--- src/rtl/core/fcd_pkg.sv ---
`timescale 1ns / 1ps
`default_nettype none
// ----------------------------------------------------------------------------
// fcd_pkg: shared types and constants of the frame change detector
// Register indexes, widths, the divide-by-20 reciprocal and stage structs.
// ----------------------------------------------------------------------------
package fcd_pkg;

  localparam int unsigned SIZE_BITS = 24;
  localparam int unsigned QUOT_BITS = SIZE_BITS - 4;
  localparam int unsigned CMP_BITS  = (SIZE_BITS > 24) ? SIZE_BITS : 24;
  localparam int unsigned PROD_BITS = SIZE_BITS - 2 + 32;

  localparam int unsigned CFG_IDX_W  = 4;
  localparam int unsigned CFG_DATA_W = 32;

  localparam logic [CFG_IDX_W-1:0] CfgEnable       = CFG_IDX_W'(0);
  localparam logic [CFG_IDX_W-1:0] CfgSampleStride = CFG_IDX_W'(1);
  localparam logic [CFG_IDX_W-1:0] CfgSizeFloor    = CFG_IDX_W'(2);
  localparam logic [CFG_IDX_W-1:0] CfgBitThreshold = CFG_IDX_W'(3);

  localparam logic        RstEnable       = 1'b0;
  localparam logic [12:0] RstSampleStride = 13'd64;
  localparam logic [23:0] RstSizeFloor    = 24'd800;
  localparam logic [5:0]  RstBitThreshold = 6'd6;

  localparam logic [12:0] StrideMax = 13'd4096;

  // ceil(2^34 / 5): (x / 4) * Recip5 >> 34 equals x / 20 for any x below 2^32
  localparam logic [31:0] Recip5 = 32'hCCCC_CCCD;
  localparam int unsigned RecipShift = 34;

  typedef struct packed {
    logic        enable;
    logic [12:0] sample_stride;
    logic [23:0] size_floor;
    logic [5:0]  bit_threshold;
  } cfg_t;

  typedef struct packed {
    logic                 bypass;
    logic [SIZE_BITS-1:0] size;
    logic [31:0]          hash;
  } frame_t;

  typedef struct packed {
    logic                 bypass;
    logic [SIZE_BITS-1:0] size;
    logic [31:0]          hash;
    logic [QUOT_BITS-1:0] quot;
  } judge_t;

endpackage
`default_nettype wire

--- src/rtl/core/fcd_in_if.sv ---
`timescale 1ns / 1ps
`default_nettype none
// ----------------------------------------------------------------------------
// fcd_in_if: frame byte channel
// One byte of the compressed frame per item, with a final-byte flag.
// ----------------------------------------------------------------------------
interface fcd_in_if;
  logic       valid;
  logic       ready;
  logic [7:0] frame_byte;
  logic       last_byte;

  modport source (output valid, output frame_byte, output last_byte, input ready);
  modport sink (input valid, input frame_byte, input last_byte, output ready);
endinterface
`default_nettype wire

--- src/rtl/core/fcd_out_if.sv ---
`timescale 1ns / 1ps
`default_nettype none
// ----------------------------------------------------------------------------
// fcd_out_if: frame result channel
// One item per finished frame: change flag, size and fingerprint.
// ----------------------------------------------------------------------------
interface fcd_out_if;
  logic        valid;
  logic        ready;
  logic        changed;
  logic [23:0] frame_len;
  logic [31:0] fingerprint;

  modport source (output valid, output changed, output frame_len, output fingerprint,
                  input ready);
  modport sink (input valid, input changed, input frame_len, input fingerprint,
                output ready);
endinterface
`default_nettype wire

--- src/rtl/core/fcd_cfg_if.sv ---
`timescale 1ns / 1ps
`default_nettype none
// ----------------------------------------------------------------------------
// fcd_cfg_if: configuration write channel
// Register index and write data, taken on valid and ready.
// ----------------------------------------------------------------------------
interface fcd_cfg_if;
  import fcd_pkg::*;
  logic                  valid;
  logic                  ready;
  logic [CFG_IDX_W-1:0]  index;
  logic [CFG_DATA_W-1:0] data;

  modport source (output valid, output index, output data, input ready);
  modport sink (input valid, input index, input data, output ready);
endinterface
`default_nettype wire

--- src/rtl/core/fcd_accum.sv ---
`timescale 1ns / 1ps
`default_nettype none
// ----------------------------------------------------------------------------
// fcd_accum: frame length counter and sampled XOR fingerprint
// Steps the count, stride phase and hash per item; presents the finished frame.
// ----------------------------------------------------------------------------
module fcd_accum (
  input  logic            clk_i,
  input  logic            rst_ni,
  input  logic            fire_i,
  input  logic [7:0]      frame_byte_i,
  input  logic            last_byte_i,
  input  fcd_pkg::cfg_t   cfg_i,
  output fcd_pkg::frame_t frame_o
);
  import fcd_pkg::*;

  logic [SIZE_BITS-1:0] idx_q, idx_d, idx_step;
  logic [11:0]          phase_q, phase_d, phase_step;
  logic [31:0]          hash_q, hash_d, hash_step;
  logic [12:0]          stride;
  logic [12:0]          phase_inc;
  logic [31:0]          shifted;

  always_comb begin
    if (cfg_i.sample_stride == 13'd0) begin
      stride = 13'd1;
    end else if (cfg_i.sample_stride > StrideMax) begin
      stride = StrideMax;
    end else begin
      stride = cfg_i.sample_stride;
    end
  end

  always_comb begin
    case (idx_q[1:0])
      2'd0:    shifted = {24'd0, frame_byte_i};
      2'd1:    shifted = {16'd0, frame_byte_i, 8'd0};
      2'd2:    shifted = {8'd0, frame_byte_i, 16'd0};
      2'd3:    shifted = {frame_byte_i, 24'd0};
      default: shifted = 32'd0;
    endcase
  end

  assign phase_inc  = {1'b0, phase_q} + 13'd1;
  assign phase_step = (phase_inc >= stride) ? 12'd0 : phase_inc[11:0];
  assign hash_step  = (phase_q == 12'd0) ? (hash_q ^ shifted) : hash_q;
  assign idx_step   = (&idx_q) ? idx_q : idx_q + SIZE_BITS'(1);

  always_comb begin
    idx_d   = idx_q;
    phase_d = phase_q;
    hash_d  = hash_q;
    if (fire_i && cfg_i.enable) begin
      if (last_byte_i) begin
        idx_d   = '0;
        phase_d = '0;
        hash_d  = '0;
      end else begin
        idx_d   = idx_step;
        phase_d = phase_step;
        hash_d  = hash_step;
      end
    end
  end

  always_comb begin
    frame_o.bypass = !cfg_i.enable;
    frame_o.size   = cfg_i.enable ? idx_step : '0;
    frame_o.hash   = cfg_i.enable ? hash_step : '0;
  end

  always_ff @(posedge clk_i or negedge rst_ni) begin
    if (!rst_ni) begin
      idx_q   <= '0;
      phase_q <= '0;
      hash_q  <= '0;
    end else begin
      idx_q   <= idx_d;
      phase_q <= phase_d;
      hash_q  <= hash_d;
    end
  end

endmodule
`default_nettype wire

--- src/rtl/core/fcd_judge.sv ---
`timescale 1ns / 1ps
`default_nettype none
// ----------------------------------------------------------------------------
// fcd_judge: change decision against the previous frame
// Compares size and fingerprint, then keeps this frame as the reference.
// ----------------------------------------------------------------------------
module fcd_judge (
  input  logic            clk_i,
  input  logic            rst_ni,
  input  logic            fire_i,
  input  fcd_pkg::judge_t frame_i,
  input  fcd_pkg::cfg_t   cfg_i,
  output logic            changed_o
);
  import fcd_pkg::*;

  logic [SIZE_BITS-1:0] prev_size_q;
  logic [QUOT_BITS-1:0] prev_quot_q;
  logic [31:0]          prev_hash_q;
  logic                 have_prev_q;
  logic [CMP_BITS-1:0]  diff;
  logic [CMP_BITS-1:0]  thr;
  logic [CMP_BITS-1:0]  quot_ext;
  logic [CMP_BITS-1:0]  floor_ext;
  logic [5:0]           ones;

  assign diff = (frame_i.size > prev_size_q) ? CMP_BITS'(frame_i.size - prev_size_q)
                                             : CMP_BITS'(prev_size_q - frame_i.size);
  assign quot_ext  = CMP_BITS'(prev_quot_q);
  assign floor_ext = CMP_BITS'(cfg_i.size_floor);
  assign thr       = (quot_ext < floor_ext) ? floor_ext : quot_ext;
  assign ones      = 6'($countones(frame_i.hash ^ prev_hash_q));

  assign changed_o = !frame_i.bypass &&
                     (!have_prev_q || (diff > thr) || (ones > cfg_i.bit_threshold));

  always_ff @(posedge clk_i or negedge rst_ni) begin
    if (!rst_ni) begin
      prev_size_q <= '0;
      prev_quot_q <= '0;
      prev_hash_q <= '0;
      have_prev_q <= 1'b0;
    end else if (fire_i && !frame_i.bypass) begin
      prev_size_q <= frame_i.size;
      prev_quot_q <= frame_i.quot;
      prev_hash_q <= frame_i.hash;
      have_prev_q <= 1'b1;
    end
  end

endmodule
`default_nettype wire

--- src/rtl/core/frame_change_detector_top.sv ---
`timescale 1ns / 1ps
`default_nettype none
// ----------------------------------------------------------------------------
// frame_change_detector_top: camera frame change detector
// Counts frame bytes, folds sampled bytes into a fingerprint, flags changes.
// ----------------------------------------------------------------------------
//  channel   dir  handshake     payload
//  in_i      in   valid/ready   frame_byte[7:0], last_byte
//  out_o     out  valid/ready   changed, frame_len[23:0], fingerprint[31:0]
//  cfg_i     in   valid/ready   index[3:0], data[31:0]; ready always high
//
//  One byte item per cycle while no stall on out_o backs up the stages; the
//  counter/hash update sets this. A result leaves through registered stages
//  after its final byte: accumulate, divide by 20 (one multiply), compare and popcount.
//  Reset clears the counters, the stored reference and all stage valids.
//  Stages fill bubbles; a stall on out_o backs up only once all three are full.
// ----------------------------------------------------------------------------
module frame_change_detector_top (
  input  logic      clk_i,
  input  logic      rst_ni,
  fcd_in_if.sink    in_i,
  fcd_out_if.source out_o,
  fcd_cfg_if.sink   cfg_i
);
  import fcd_pkg::*;

  cfg_t   cfg_q;
  frame_t frame_c;
  frame_t f1_q;
  judge_t f2_q;
  logic   v1_q, v2_q, vo_q;
  logic   adv1, adv2, advo;
  logic   in_fire;
  logic   changed_c;
  logic   chg_q;
  logic [23:0] size_q;
  logic [31:0] hash_q;
  logic [PROD_BITS-1:0] prod;

  assign advo    = !vo_q || out_o.ready;
  assign adv2    = !v2_q || advo;
  assign adv1    = !v1_q || adv2;
  assign in_i.ready = adv1;
  assign in_fire = in_i.valid && adv1;
  assign cfg_i.ready = 1'b1;

  always_ff @(posedge clk_i or negedge rst_ni) begin
    if (!rst_ni) begin
      cfg_q.enable        <= RstEnable;
      cfg_q.sample_stride <= RstSampleStride;
      cfg_q.size_floor    <= RstSizeFloor;
      cfg_q.bit_threshold <= RstBitThreshold;
    end else if (cfg_i.valid) begin
      case (cfg_i.index)
        CfgEnable:       cfg_q.enable        <= cfg_i.data[0];
        CfgSampleStride: cfg_q.sample_stride <= cfg_i.data[12:0];
        CfgSizeFloor:    cfg_q.size_floor    <= cfg_i.data[23:0];
        CfgBitThreshold: cfg_q.bit_threshold <= cfg_i.data[5:0];
        default: ;
      endcase
    end
  end

  fcd_accum u_accum (
    .clk_i        (clk_i),
    .rst_ni       (rst_ni),
    .fire_i       (in_fire),
    .frame_byte_i (in_i.frame_byte),
    .last_byte_i  (in_i.last_byte),
    .cfg_i        (cfg_q),
    .frame_o      (frame_c)
  );

  assign prod = PROD_BITS'(f1_q.size[SIZE_BITS-1:2]) * PROD_BITS'(Recip5);

  fcd_judge u_judge (
    .clk_i     (clk_i),
    .rst_ni    (rst_ni),
    .fire_i    (v2_q && advo),
    .frame_i   (f2_q),
    .cfg_i     (cfg_q),
    .changed_o (changed_c)
  );

  always_ff @(posedge clk_i or negedge rst_ni) begin
    if (!rst_ni) begin
      v1_q <= 1'b0;
      v2_q <= 1'b0;
      vo_q <= 1'b0;
    end else begin
      if (adv1) v1_q <= in_fire && in_i.last_byte;
      if (adv2) v2_q <= v1_q;
      if (advo) vo_q <= v2_q;
    end
  end

  always_ff @(posedge clk_i) begin
    if (adv1 && in_fire && in_i.last_byte) begin
      f1_q <= frame_c;
    end
    if (adv2 && v1_q) begin
      f2_q.bypass <= f1_q.bypass;
      f2_q.size   <= f1_q.size;
      f2_q.hash   <= f1_q.hash;
      f2_q.quot   <= prod[PROD_BITS-1:RecipShift];
    end
    if (advo && v2_q) begin
      chg_q  <= changed_c;
      size_q <= 24'(f2_q.size);
      hash_q <= f2_q.hash;
    end
  end

  assign out_o.valid       = vo_q;
  assign out_o.changed     = chg_q;
  assign out_o.frame_len   = size_q;
  assign out_o.fingerprint = hash_q;

  a_mid_byte_no_frame : assert property (@(posedge clk_i) disable iff (!rst_ni)
    (in_i.valid && in_i.ready && !in_i.last_byte) |=> !v1_q)
    else $error("non-final byte produced a frame");

  a_last_byte_frame : assert property (@(posedge clk_i) disable iff (!rst_ni)
    (in_i.valid && in_i.ready && in_i.last_byte) |=> v1_q)
    else $error("final byte produced no frame");

  a_stage2_held : assert property (@(posedge clk_i) disable iff (!rst_ni)
    (v2_q && !advo) |=> (v2_q && $stable(f2_q)))
    else $error("stalled frame lost in compare stage");

endmodule
`default_nettype wire

--- src/flat_wrapper.sv ---
// flat-port wrapper written by rule: the top's interface ports become plain ports
module frame_change_detector_top_flat import fcd_pkg::*;
  (clk_i, rst_ni, in_i_valid, in_i_frame_byte, in_i_last_byte, in_i_ready, out_o_valid, out_o_changed, out_o_frame_len, out_o_fingerprint, out_o_ready, cfg_i_valid, cfg_i_index, cfg_i_data, cfg_i_ready);
  fcd_in_if in_i_i ();
  fcd_out_if out_o_i ();
  fcd_cfg_if cfg_i_i ();
  input  logic clk_i;
  input  logic rst_ni;
  input wire logic [$bits(in_i_i.valid)-1:0] in_i_valid;
  input wire logic [$bits(in_i_i.frame_byte)-1:0] in_i_frame_byte;
  input wire logic [$bits(in_i_i.last_byte)-1:0] in_i_last_byte;
  output wire logic [$bits(in_i_i.ready)-1:0] in_i_ready;
  output wire logic [$bits(out_o_i.valid)-1:0] out_o_valid;
  output wire logic [$bits(out_o_i.changed)-1:0] out_o_changed;
  output wire logic [$bits(out_o_i.frame_len)-1:0] out_o_frame_len;
  output wire logic [$bits(out_o_i.fingerprint)-1:0] out_o_fingerprint;
  input wire logic [$bits(out_o_i.ready)-1:0] out_o_ready;
  input wire logic [$bits(cfg_i_i.valid)-1:0] cfg_i_valid;
  input wire logic [$bits(cfg_i_i.index)-1:0] cfg_i_index;
  input wire logic [$bits(cfg_i_i.data)-1:0] cfg_i_data;
  output wire logic [$bits(cfg_i_i.ready)-1:0] cfg_i_ready;
  assign in_i_i.valid = in_i_valid;
  assign in_i_i.frame_byte = in_i_frame_byte;
  assign in_i_i.last_byte = in_i_last_byte;
  assign in_i_ready = in_i_i.ready;
  assign out_o_valid = out_o_i.valid;
  assign out_o_changed = out_o_i.changed;
  assign out_o_frame_len = out_o_i.frame_len;
  assign out_o_fingerprint = out_o_i.fingerprint;
  assign out_o_i.ready = out_o_ready;
  assign cfg_i_i.valid = cfg_i_valid;
  assign cfg_i_i.index = cfg_i_index;
  assign cfg_i_i.data = cfg_i_data;
  assign cfg_i_ready = cfg_i_i.ready;
  frame_change_detector_top u_core (.clk_i(clk_i), .rst_ni(rst_ni), .in_i(in_i_i), .out_o(out_o_i), .cfg_i(cfg_i_i));
endmodule
--- config.mk ---
export PLATFORM = sky130hd
export DESIGN_NAME = frame_change_detector_top_flat
export DESIGN_NICKNAME = d
export VERILOG_FILES = /design/src/rtl/core/fcd_pkg.sv /design/src/rtl/core/fcd_in_if.sv /design/src/rtl/core/fcd_out_if.sv /design/src/rtl/core/fcd_cfg_if.sv /design/src/rtl/core/fcd_accum.sv /design/src/rtl/core/fcd_judge.sv /design/src/rtl/core/frame_change_detector_top.sv /design/src/flat_wrapper.sv
export SDC_FILE = /design/constraint.sdc
export NUM_CORES = 1
export LEC_CHECK = 0
export BUFFER_PORTS_ARGS = -buffer_cell sky130_fd_sc_hd__buf_2
export CAP_MARGIN = 5
export CORE_UTILIZATION = 50
export DETAILED_ROUTE_END_ITERATION = 10
export PLACE_DENSITY = 0.71
export RECOVER_POWER = 50
export SYNTH_ARGS = -nofsm -noshare
export SYNTH_HDL_FRONTEND = slang
export SYNTH_SLANG_ARGS = --single-unit
--- constraint.sdc ---
create_clock -name clk_i -period 13.4 [get_ports clk_i]
set_clock_uncertainty 0.1 [all_clocks]
set_input_delay 1.34 -clock clk_i [delete_from_list [all_inputs] [get_ports clk_i]]
set_output_delay 1.34 -clock clk_i [all_outputs]
set_load 0.01 [all_outputs]
### Yosys cells after proc, flatten, opt, wreduce, memory -nomap -nowiden

Index checks and enable logic that the tools add are counted.

* add/subtract/negate cells: 35
* multipliers: 1
* order comparisons: 6
* equal/unequal tests: 6
* multiplexer cells: 11
* bitwise gates (word level): 2
* reductions and logical operators: 29

Operator list (count)
* $pmux 32 s4: 1
* $mux 24: 4
* $mux 32: 2
* $xor 32x32->32: 2
* $mul 22x32->54 const B: 1
* $gt 24x24->1: 2
* $sub 24x24->24: 2
* $add 1x1->2: 16
* $mux 13: 2
* $add 2x2->3: 8
* $add 24x1->24 const B: 1
* $lt 20x24->1: 1
* $mux 12: 2
* $reduce_and 24->1: 1
* $add 3x3->4: 4
* $add 12x1->13 const B: 1
* $ge 13x13->1: 1
* $gt 13x13->1 const B: 1
* $logic_not 13->1: 1
* $logic_not 12->1: 1
* $add 4x4->5: 2
* $logic_and 1x1->1: 9
* $eq 4x2->1 const B: 2
* $reduce_and 2->1: 4
* 9 further kinds: 19

* bits in registers: 383
* output and inout bits: 60

### Logic depth before layout (Yosys ltp)

Gate-level depths: netlist of run 1.

* word-level depth: 9
* mapped depth: 25
* depth with buffers taken out: 24

### Hierarchy

From an unflattened synthesis of run 1, not the netlist that was laid out.

* cells, all modules: 2743
* area total of the unflattened synthesis: 28979.0 um^2

Modules (own cells, without submodules)
* frame_change_detector_top: times used 1, cells each 1217, area each 15690.0 um^2, seq. area each 6919.1 um^2
* fcd_judge: times used 1, cells each 847, area each 7875.1 um^2, seq. area each 1926.8 um^2
* fcd_accum: times used 1, cells each 679, area each 5413.9 um^2, seq. area each 1701.6 um^2

### Least setup slack after synthesis of run 1

No wires, ideal clock.

* kind: register to register
* start point: register u_core.f1_q[50] in the netlist's numbering
* end point: register u_core.f2_q[16] in the netlist's numbering (data pin)
* library setup time: 0.265 ns
* arrival time: 6.315 ns
* path slack: 6.720 ns
* cell stages (with the launch flop): 24
* buffers on the path: 0
* period minus slack after synthesis: 6.680 ns
* path through: edfxtp_1 ha_1 inv_1 fa_1 xnor2_1 ha_1 fa_1 inv_1 fa_1 inv_1 fa_1 inv_1 fa_1 inv_1 ha_1 a21oi_1 maj3_1 a31o_2 o211ai_1 a21oi_1 o31ai_1 o22ai_1 o21ai_0 xor2_1

* cells in the longest elaborated chain, start to end: 1

RTL lines
* from (decl): line frame_change_detector_top.sv:29 `frame_t f1_q;`
* from (signal assigned): line frame_change_detector_top.sv:99 `f1_q <= frame_c;`
* $mul 22x32->54: line frame_change_detector_top.sv:74 `assign prod = PROD_BITS'(f1_q.size[SIZE_BITS-1:2]) * PROD_BITS'(Recip5);`
* net u_core.prod[50]: line frame_change_detector_top.sv:38 `logic [PROD_BITS-1:0] prod;`
* to (decl): line frame_change_detector_top.sv:30 `judge_t f2_q;`

The timed path passes the listed nets, and every way through them passes these cells.
A chain may end at the register's enable or synchronous reset.

### Final worst setup path of run 1

* start point: register u_core.f1_q[54] in the netlist's numbering
* end point: register u_core.f2_q[18] in the netlist's numbering (data pin)

The elaborated chain is that of the path after synthesis.

==> results of run 1 <==
worst reg2reg max path, cell delays in order (launching register included):
cell and delay [ns]:
edfxtp_1 0.58, inv_1 0.09, ha_1 0.34, fa_1 0.61, xnor2_1 0.33, ha_1 0.33
fa_1 0.63, inv_1 0.12, fa_1 0.56, inv_1 0.06, fa_1 0.55, inv_1 0.09
fa_1 0.54, inv_1 0.04, ha_1 0.39, a21oi_1 0.28, o221a_2 0.25, a21oi_1 0.07
a211oi_1 0.74, o21ai_1 0.28, a21oi_1 0.41, or4b_1 0.18, nand4_1 0.09
path summary, 6_finish.rpt:
kind	startpoint	endpoint	slack (ns)	cells past startpoint
min reg2reg	u_core.f1_q[25]$_SDFFCE_PN0P_	u_core.f2_q[45]$_DFFE_PP_	0.32	0
min in group asynchronous	rst_ni	u_core.u_judge.prev_size_q[17]$_DFFE_PN0P_	3.23	1
max	u_core.f1_q[54]$_SDFFCE_PN0P_	u_core.f2_q[18]$_DFFE_PP_	5.45	22
max in group asynchronous	rst_ni	u_core.u_judge.prev_hash_q[26]$_DFFE_PN0P_	6.10	1
max reg2reg	u_core.f1_q[54]$_SDFFCE_PN0P_	u_core.f2_q[18]$_DFFE_PP_	5.45	22
min	u_core.f1_q[25]$_SDFFCE_PN0P_	u_core.f2_q[45]$_DFFE_PP_	0.32	0
per-stage QoR:
| stage | std cells | util, % |
|---|---|---|
| 2_1_floorplan | 2725 | - |
| 3_3_place_gp | 3487 | 52.9 |
| 3_5_place_dp | 3487 | 52.9 |
| 4_1_cts | 3558 | 55.2 |
| 5_1_grt | 3559 | 55.1 |
| 6_report | 3559 | 55.1 |
registers in the layout, indices dropped and copies added (netlist names):
| signal | flops |
|---|---|
| u_core.f2_q | 77 |
| u_core.u_accum.hash_q | 32 |
| u_core.out_o.changed | 1 |
| u_core.u_accum.phase_q | 12 |
| u_core.u_judge.prev_hash_q | 32 |
| u_core.out_o.valid | 1 |
| u_core.u_judge.prev_quot_q | 20 |
| u_core.u_judge.have_prev_q | 1 |
| u_core.u_accum.idx_q | 24 |
| u_core.u_judge.prev_size_q | 24 |
| u_core.f1_q | 57 |
| u_core.v1_q | 1 |
| u_core.out_o.fingerprint | 32 |
| u_core.out_o.frame_len | 24 |
| u_core.cfg_q | 44 |
| u_core.v2_q | 1 |
cells in the final DEF, fill, tap and decap left out, drive strengths merged, types with 76 or more instances in the layout:
master  Yosys  routed
edfxtp    191     191
xor2       81      81
buf        26      81
mux2       76      76
clkbuf     69      78
nand2     210     210
inv       414     417
dfrtp     186     186
nor2      132     132
a21oi     148     148
fa        170     170
o21ai     172     172
ha        315     315
area by class of cell:
| cell class | count | area [um^2] | area share [%] |
|---|---|---|---|
| antenna | 1 | 2.50 | 0.00822 |
| sequential | 383 | 10500 | 34.6 |
| clock inverter | 21 | 185 | 0.608 |
| clock buffer | 50 | 1050 | 3.44 |
| multi-input combinational | 1833 | 15700 | 51.4 |
| tap | 748 | 936 | 3.07 |
| inverter | 414 | 1550 | 5.10 |
| timing repair buffer | 109 | 526 | 1.73 |
metal layers:
metal	track usage, %	up-vias
met1	33.5	9613
met4	7.21	0
met3	2.77	119
met5	0	-
li1	-	9356
met2	38.6	523
kinds of logic (layout without fill, tap and decap cells):
logic type,Yosys count,count (layout)
simple gates,580,580
compound gates,513,513
buf+inv,509,594
fa+ha+maj,486,486
flops,383,383
xor+xnor,148,148
mux,105,105
other cells,1,2
==> flow_summary_export.csv, run 1 <==
group,metric,value,unit
run_status,status,"finished with violations",
run_status,violations,"capacitance limit, slew limit",
placed_design,place.port_buffers,100,
yosys,yosysWarningCount,0,
global_routing,antenna_found_initial,1,
yosys,yosysTopAreaCellShare,20.4,%
yosys,synth_area,28100,um^2
drt,wl_met2,30700,um
drt,wl_met3,3280,um
yosys,synthCells,2725,
yosys,synth_top_area_cell,"edfxtp_1",
clocking,clock-sinks,383,
floorplan,dieHeight,239,um
drt,topRoutingLayerUsed,"met4",
setup_path,crit_type,"register to register",
drt,drtPass1Iterations,5,
floorplan,fp.dieW,239,um
setup_path,worstPathCellList,"inv_1 -> ha_1 -> fa_1 -> xnor2_1 -> ha_1 -> fa_1 -> inv_1 -> fa_1 -> inv_1 -> fa_1 -> inv_1 -> fa_1 -> inv_1 -> ha_1 -> a21oi_1 -> o221a_2 -> a21oi_1 -> a211oi_1 -> o21ai_1 -> a21oi_1 -> or4b_1 -> nand4_1",
global_routing,grt_util_all_layers,23.8,%
floorplan,coreArea,55300,um^2
drt,drtIter0Drc,1337,
global_routing,grt_overflow,0,
yosys,synth_area_per_cell,10.3,um^2
timing,finalMaxSlewViolations,364,
yosys,synth_top_family_by_area,"adder cells",
yosys,ys_types,79,
placed_design,place_area,29300,um^2
timing,grt_setup_unrepaired,"no",
global_routing,first_global_vias,20065,
setup_path,crit_buf_inv,5,
clocking,cts_tree,"built",
setup_path,arrival,8.14,ns
clocking,numCtsBuffers,39,
yosys,yosys.area_share.xor_xnor,4.60,%
final_layout,area_delta_synth_final,8.20,%
setup_path,end_kind,"register",
yosys,synthAdderAreaFrac,26.1,%
setup_path,crit_family,"adder cells",
setup_path,cp.required,13.59,ns
floorplan,die_area,57300,um^2
timing,worst_slack,5.45,ns
setup_path,cp-start-kind,"register",
yosys,ys.flop_type,"edfxtp_1",
yosys,synth_area_leaders,"edfxtp_1 20%, dfrtp_1 17%, ha_1 14%",
timing,finalCriticalPeriod,7.95,ns
yosys,yosys.area_share.simple,9.61,%
clocking,clock_path_buffers,3,
final_layout,drive_gt1_share,8.65,%
worst_hold_path,hp-class,"register to register",
floorplan,pin_count,110,
clocking,cts-root-buf,"clkbuf_16",
drt,wl_per_cell,18.5,um
yosys,ys_top_cells_by_count,"414 x inv_1, 315 x ha_1, 210 x nand2_1",
clocking,postCtsHoldBufs,0,
flow_run,drv_cap,5,
floorplan,initial_core_util,50.9,%
timing,hold_viol,0,
final_layout,nets,3315,
final_layout,stdcell_area,30500,um^2
clocking,cts_setup_buffers,0,
setup_path,cp_slowest_cell,"a211oi_1",
yosys,yosysMostFrequentCell,"inv_1",
yosys,yosys_register_bits,383,
clocking,clk_latency,0.57,ns
drt,drt_wl_total,65800,um
timing,setup_viol,0,
clocking,cts.clk_slew.worst_paths,0.06,ns
setup_path,crit_fanout,7,
clocking,cts_max_level,2,
timing,fmax,126,MHz
timing,slew_headroom,-355,%
placed_design,place_ws,5.50,ns
drt,met1Wirelength,30000,um
placed_design,dp_hpwl,50500,um
yosys,synth_mux_area_share,4.07,%
global_routing,grt_pass1_wl,108000,um
drt,drc,0,
drt,ant_nets,0,
timing,period_share,59.3,%
yosys,synth-edff-count,191,
yosys,synthArstFlopShare,50.1,%
timing,timing.hold.ws,0.316,ns
yosys,yosysSeqAreaShare,37.5,%
drt,num_vias,19611,
floorplan,row_count,86,
setup_path,critical-path-max-stage-delay,0.74,ns
timing,worst_pin_slew,6.82,ns
placed_design,globalplace.congestion,0.919,
yosys,synth-compound-area-share,11.1,%
final_layout,fillers,4792,
global_routing,grt_max_degree,120,
drt,vias_per_cell,5.51,
timing,tns,0,ns
yosys,syn-num-nets,3260,
clocking,cts_resized,0,
Power of run 1 is left out: the tool's default activity adds up to more than one toggle a clock period on the data nets, which glitch-free logic cannot reach.
==> run 2, diff against run 1 <==
Settings changed: ABC_AREA set to 1, PLACE_DENSITY 0.71 to 0.73.
Clock period 13.4 ns to 6.75 ns, I/O delays scaled along.
==> flow_summary_export.csv, run 2 <==
group,metric,value,unit
setup_path,arrival,6.65,ns
timing,hold_viol,0,
yosys,synthAdderAreaFrac,24.3,%
setup_path,end_kind,"register",
placed_design,place_area,31800,um^2
run_status,violations,"capacitance limit, slew limit",
final_layout,final_cell_count_no_fill,4531,
yosys,synth_top_area_cell,"edfxtp_1",
floorplan,dieHeight,248,um
setup_path,cp-start-kind,"register",
final_layout,reg.largest.list,"u_core.f2_q (77), u_core.f1_q (57), u_core.cfg_q (44)",
flow_run,drv_cap,4,
yosys,ys_top_cells_by_count,"854 x nand2_1, 745 x inv_1, 315 x ha_1",
final_layout,layout_commonest_cell,"nand2_1",
clocking,postCtsHoldBufs,0,
setup_path,crit_type,"register to register",
yosys,synth_area_leaders,"edfxtp_1 19%, dfrtp_1 15%, ha_1 13%",
global_routing,grt_util_all_layers,25.9,%
global_routing,grt_max_degree,92,
yosys,syn-num-nets,4140,
drt,drt_wl_total,77900,um
final_layout,largest_register_ffs,77,
placed_design,place.port_buffers,100,
final_layout,final_cell_mix,"854 x nand2_1, 743 x inv_1, 315 x ha_1",
final_layout,top_register,"u_core.f2_q",
timing,period_share,96.0,%
run_status,status,"finished with violations",
timing,worst_pin_slew,4.99,ns
setup_path,cp.required,6.92,ns
final_layout,nets,4259,
yosys,yosys.area_share.xor_xnor,3.47,%
final_layout,area_delta_synth_final,9.08,%
placed_design,placed_cells,4455,
drt,drtIter0Drc,1719,
timing,finalMaxSlewViolations,285,
timing,setup_viol,0,
timing,timing.hold.ws,0.255,ns
setup_path,reg2reg_depth,21,
clocking,clk_latency,0.57,ns
floorplan,die_area,61500,um^2
yosys,yosysTopAreaCellShare,18.9,%
placed_design,globalplace.congestion,1.06,
yosys,synth_top_family_by_area,"adder cells",
clocking,cts.clk_slew.worst_paths,0.06,ns
floorplan,coreArea,59500,um^2
drt,drtPass1Iterations,6,
timing,finalCriticalPeriod,6.48,ns
clocking,cts-root-buf,"clkbuf_16",
global_routing,antenna_found_initial,3,
global_routing,grt_overflow,0,
global_routing,grt_pass1_wl,122000,um
yosys,yosys_register_bits,383,
yosys,synth-compound-area-share,7.00,%
global_routing,first_global_vias,22723,
final_layout,drive_gt1_share,5.81,%
yosys,yosysMostFrequentCell,"nand2_1",
yosys,yosys.area_share.simple,18.8,%
drt,ant_nets,0,
placed_design,dp_hpwl,62400,um
worst_hold_path,hp-class,"input pin to register",
floorplan,pin_count,110,
timing,slew_headroom,-232,%
clocking,cts_tree,"built",
yosys,synth_area_per_cell,8.40,um^2
yosys,synth-edff-count,191,
yosys,yosysSeqAreaShare,34.8,%
yosys,synth_mux_area_share,1.23,%
yosys,yosysWarningCount,0,
setup_path,crit_fanout,5,
drt,num_vias,23485,
final_layout,stdcell_area,33000,um^2
timing,fmax,154,MHz
clocking,cts_max_level,2,
worst_hold_path,hold_depth,3,
clocking,clock-sinks,383,
floorplan,row_count,89,
yosys,ys.flop_type,"edfxtp_1",
drt,vias_per_cell,5.18,
drt,drc,0,
floorplan,initial_core_util,50.9,%
yosys,synth_area,30300,um^2
clocking,clock_path_buffers,3,
floorplan,fp.dieW,248,um
yosys,synthCells,3605,
yosys,synthArstFlopShare,50.1,%
yosys,ys_types,50,
drt,wl_per_cell,17.2,um
final_layout,final_util,55.5,%
clocking,numCtsBuffers,39,
run 2: cell types whose count changed in the layout (fill, tap and decap cells not counted), moves of 34 or more:
cell | previous run | this run
nand2_1 | 210 | 854
inv_1 | 413 | 743
nor2_1 | 131 | 254
nand3_1 | 43 | 116
clkbuf_1 | 36 | 83
a21o_1 | 50 | 4
mux2_2 | 76 | 33
buf_2 | 75 | 40
xnor2_1 | 67 | 33
run 2: kinds of logic after synthesis:
group	after synthesis
compound gates	399
buf+inv	815
other cells	1
mux	33
xor+xnor	120
simple gates	1369
fa+ha+maj	485
flops	383
run 2: worst max-delay path, cell delays in order (launching register included):
cell      delay [ns]
edfxtp_1        0.44
inv_1           0.07
ha_1            0.34
fa_2            0.67
xnor2_2         0.12
ha_1            0.36
fa_1            0.60
inv_1           0.10
fa_1            0.59
inv_1           0.07
fa_1            0.59
inv_1           0.11
fa_1            0.53
inv_1           0.04
ha_1            0.31
nand3_1         0.18
nor2_1          0.23
nand2_1         0.13
nor2_1          0.17
nand3b_1        0.14
nand4_1         0.14
nand2_1         0.14
run 2: cell type report:
| class | count | area [um^2] |
|---|---|---|
| clock inverters | 21 | 292 |
| multi-input cells | 2407 | 16600 |
| well taps | 773 | 967 |
| fillers | 5449 | 26400 |
| diodes | 4 | 10.0 |
| inverters | 752 | 2830 |
| clock buffers | 50 | 1100 |
| repair buffers | 141 | 663 |
| flip-flops and latches | 383 | 10500 |
run 2: stage by stage:
stage | worst slack (ns) | TNS [ns]
2_1_floorplan | 0.928 | 0
3_3_place_gp | 0.255 | 0
3_5_place_dp | 0.185 | 0
4_1_cts | 0.166 | 0
5_1_grt | -0.00792 | -0.00792
6_report | 0.268 | 0
run 2: worst paths after layout:
| kind | from | end | slack, ns |
|---|---|---|---|
| min in group asynchronous | rst_ni | u_core.u_judge.prev_size_q[10]$_DFFE_PN0P_ | 1.76 |
| max | u_core.f1_q[54]$_SDFFCE_PN0P_ | u_core.f2_q[5]$_DFFE_PP_ | 0.27 |
| max in group asynchronous | rst_ni | u_core.u_accum.idx_q[19]$_DFFE_PN0P_ | 1.73 |
| min reg2reg | u_core.f1_q[16]$_SDFFCE_PN0P_ | u_core.f2_q[36]$_DFFE_PP_ | 0.32 |
| min | cfg_i_data[9] | u_core.cfg_q[15]$_DFFE_PN1P_ | 0.26 |
| max reg2reg | u_core.f1_q[54]$_SDFFCE_PN0P_ | u_core.f2_q[5]$_DFFE_PP_ | 0.27 |
run 2: what timing repair did:
| item | 4_1_cts | 5_1_grt |
|---|---|---|
| setup buffers | 0 | 1 |
| setup endpoints to repair | 0 | 20 |
| gates resized for setup | 0 | 5 |
| endpoints found under the hold margin | 0 | 0 |
run 2: metal layers:
metal	GRT usage [%]	up-vias	wire, um
li1	-	11596	-
met1	36.3	11028	35100
met2	40.4	730	34600
met3	4.29	129	5510
met4	9.26	2	2660
met5	0	-	9
Power of run 2 is left out for the same reason.
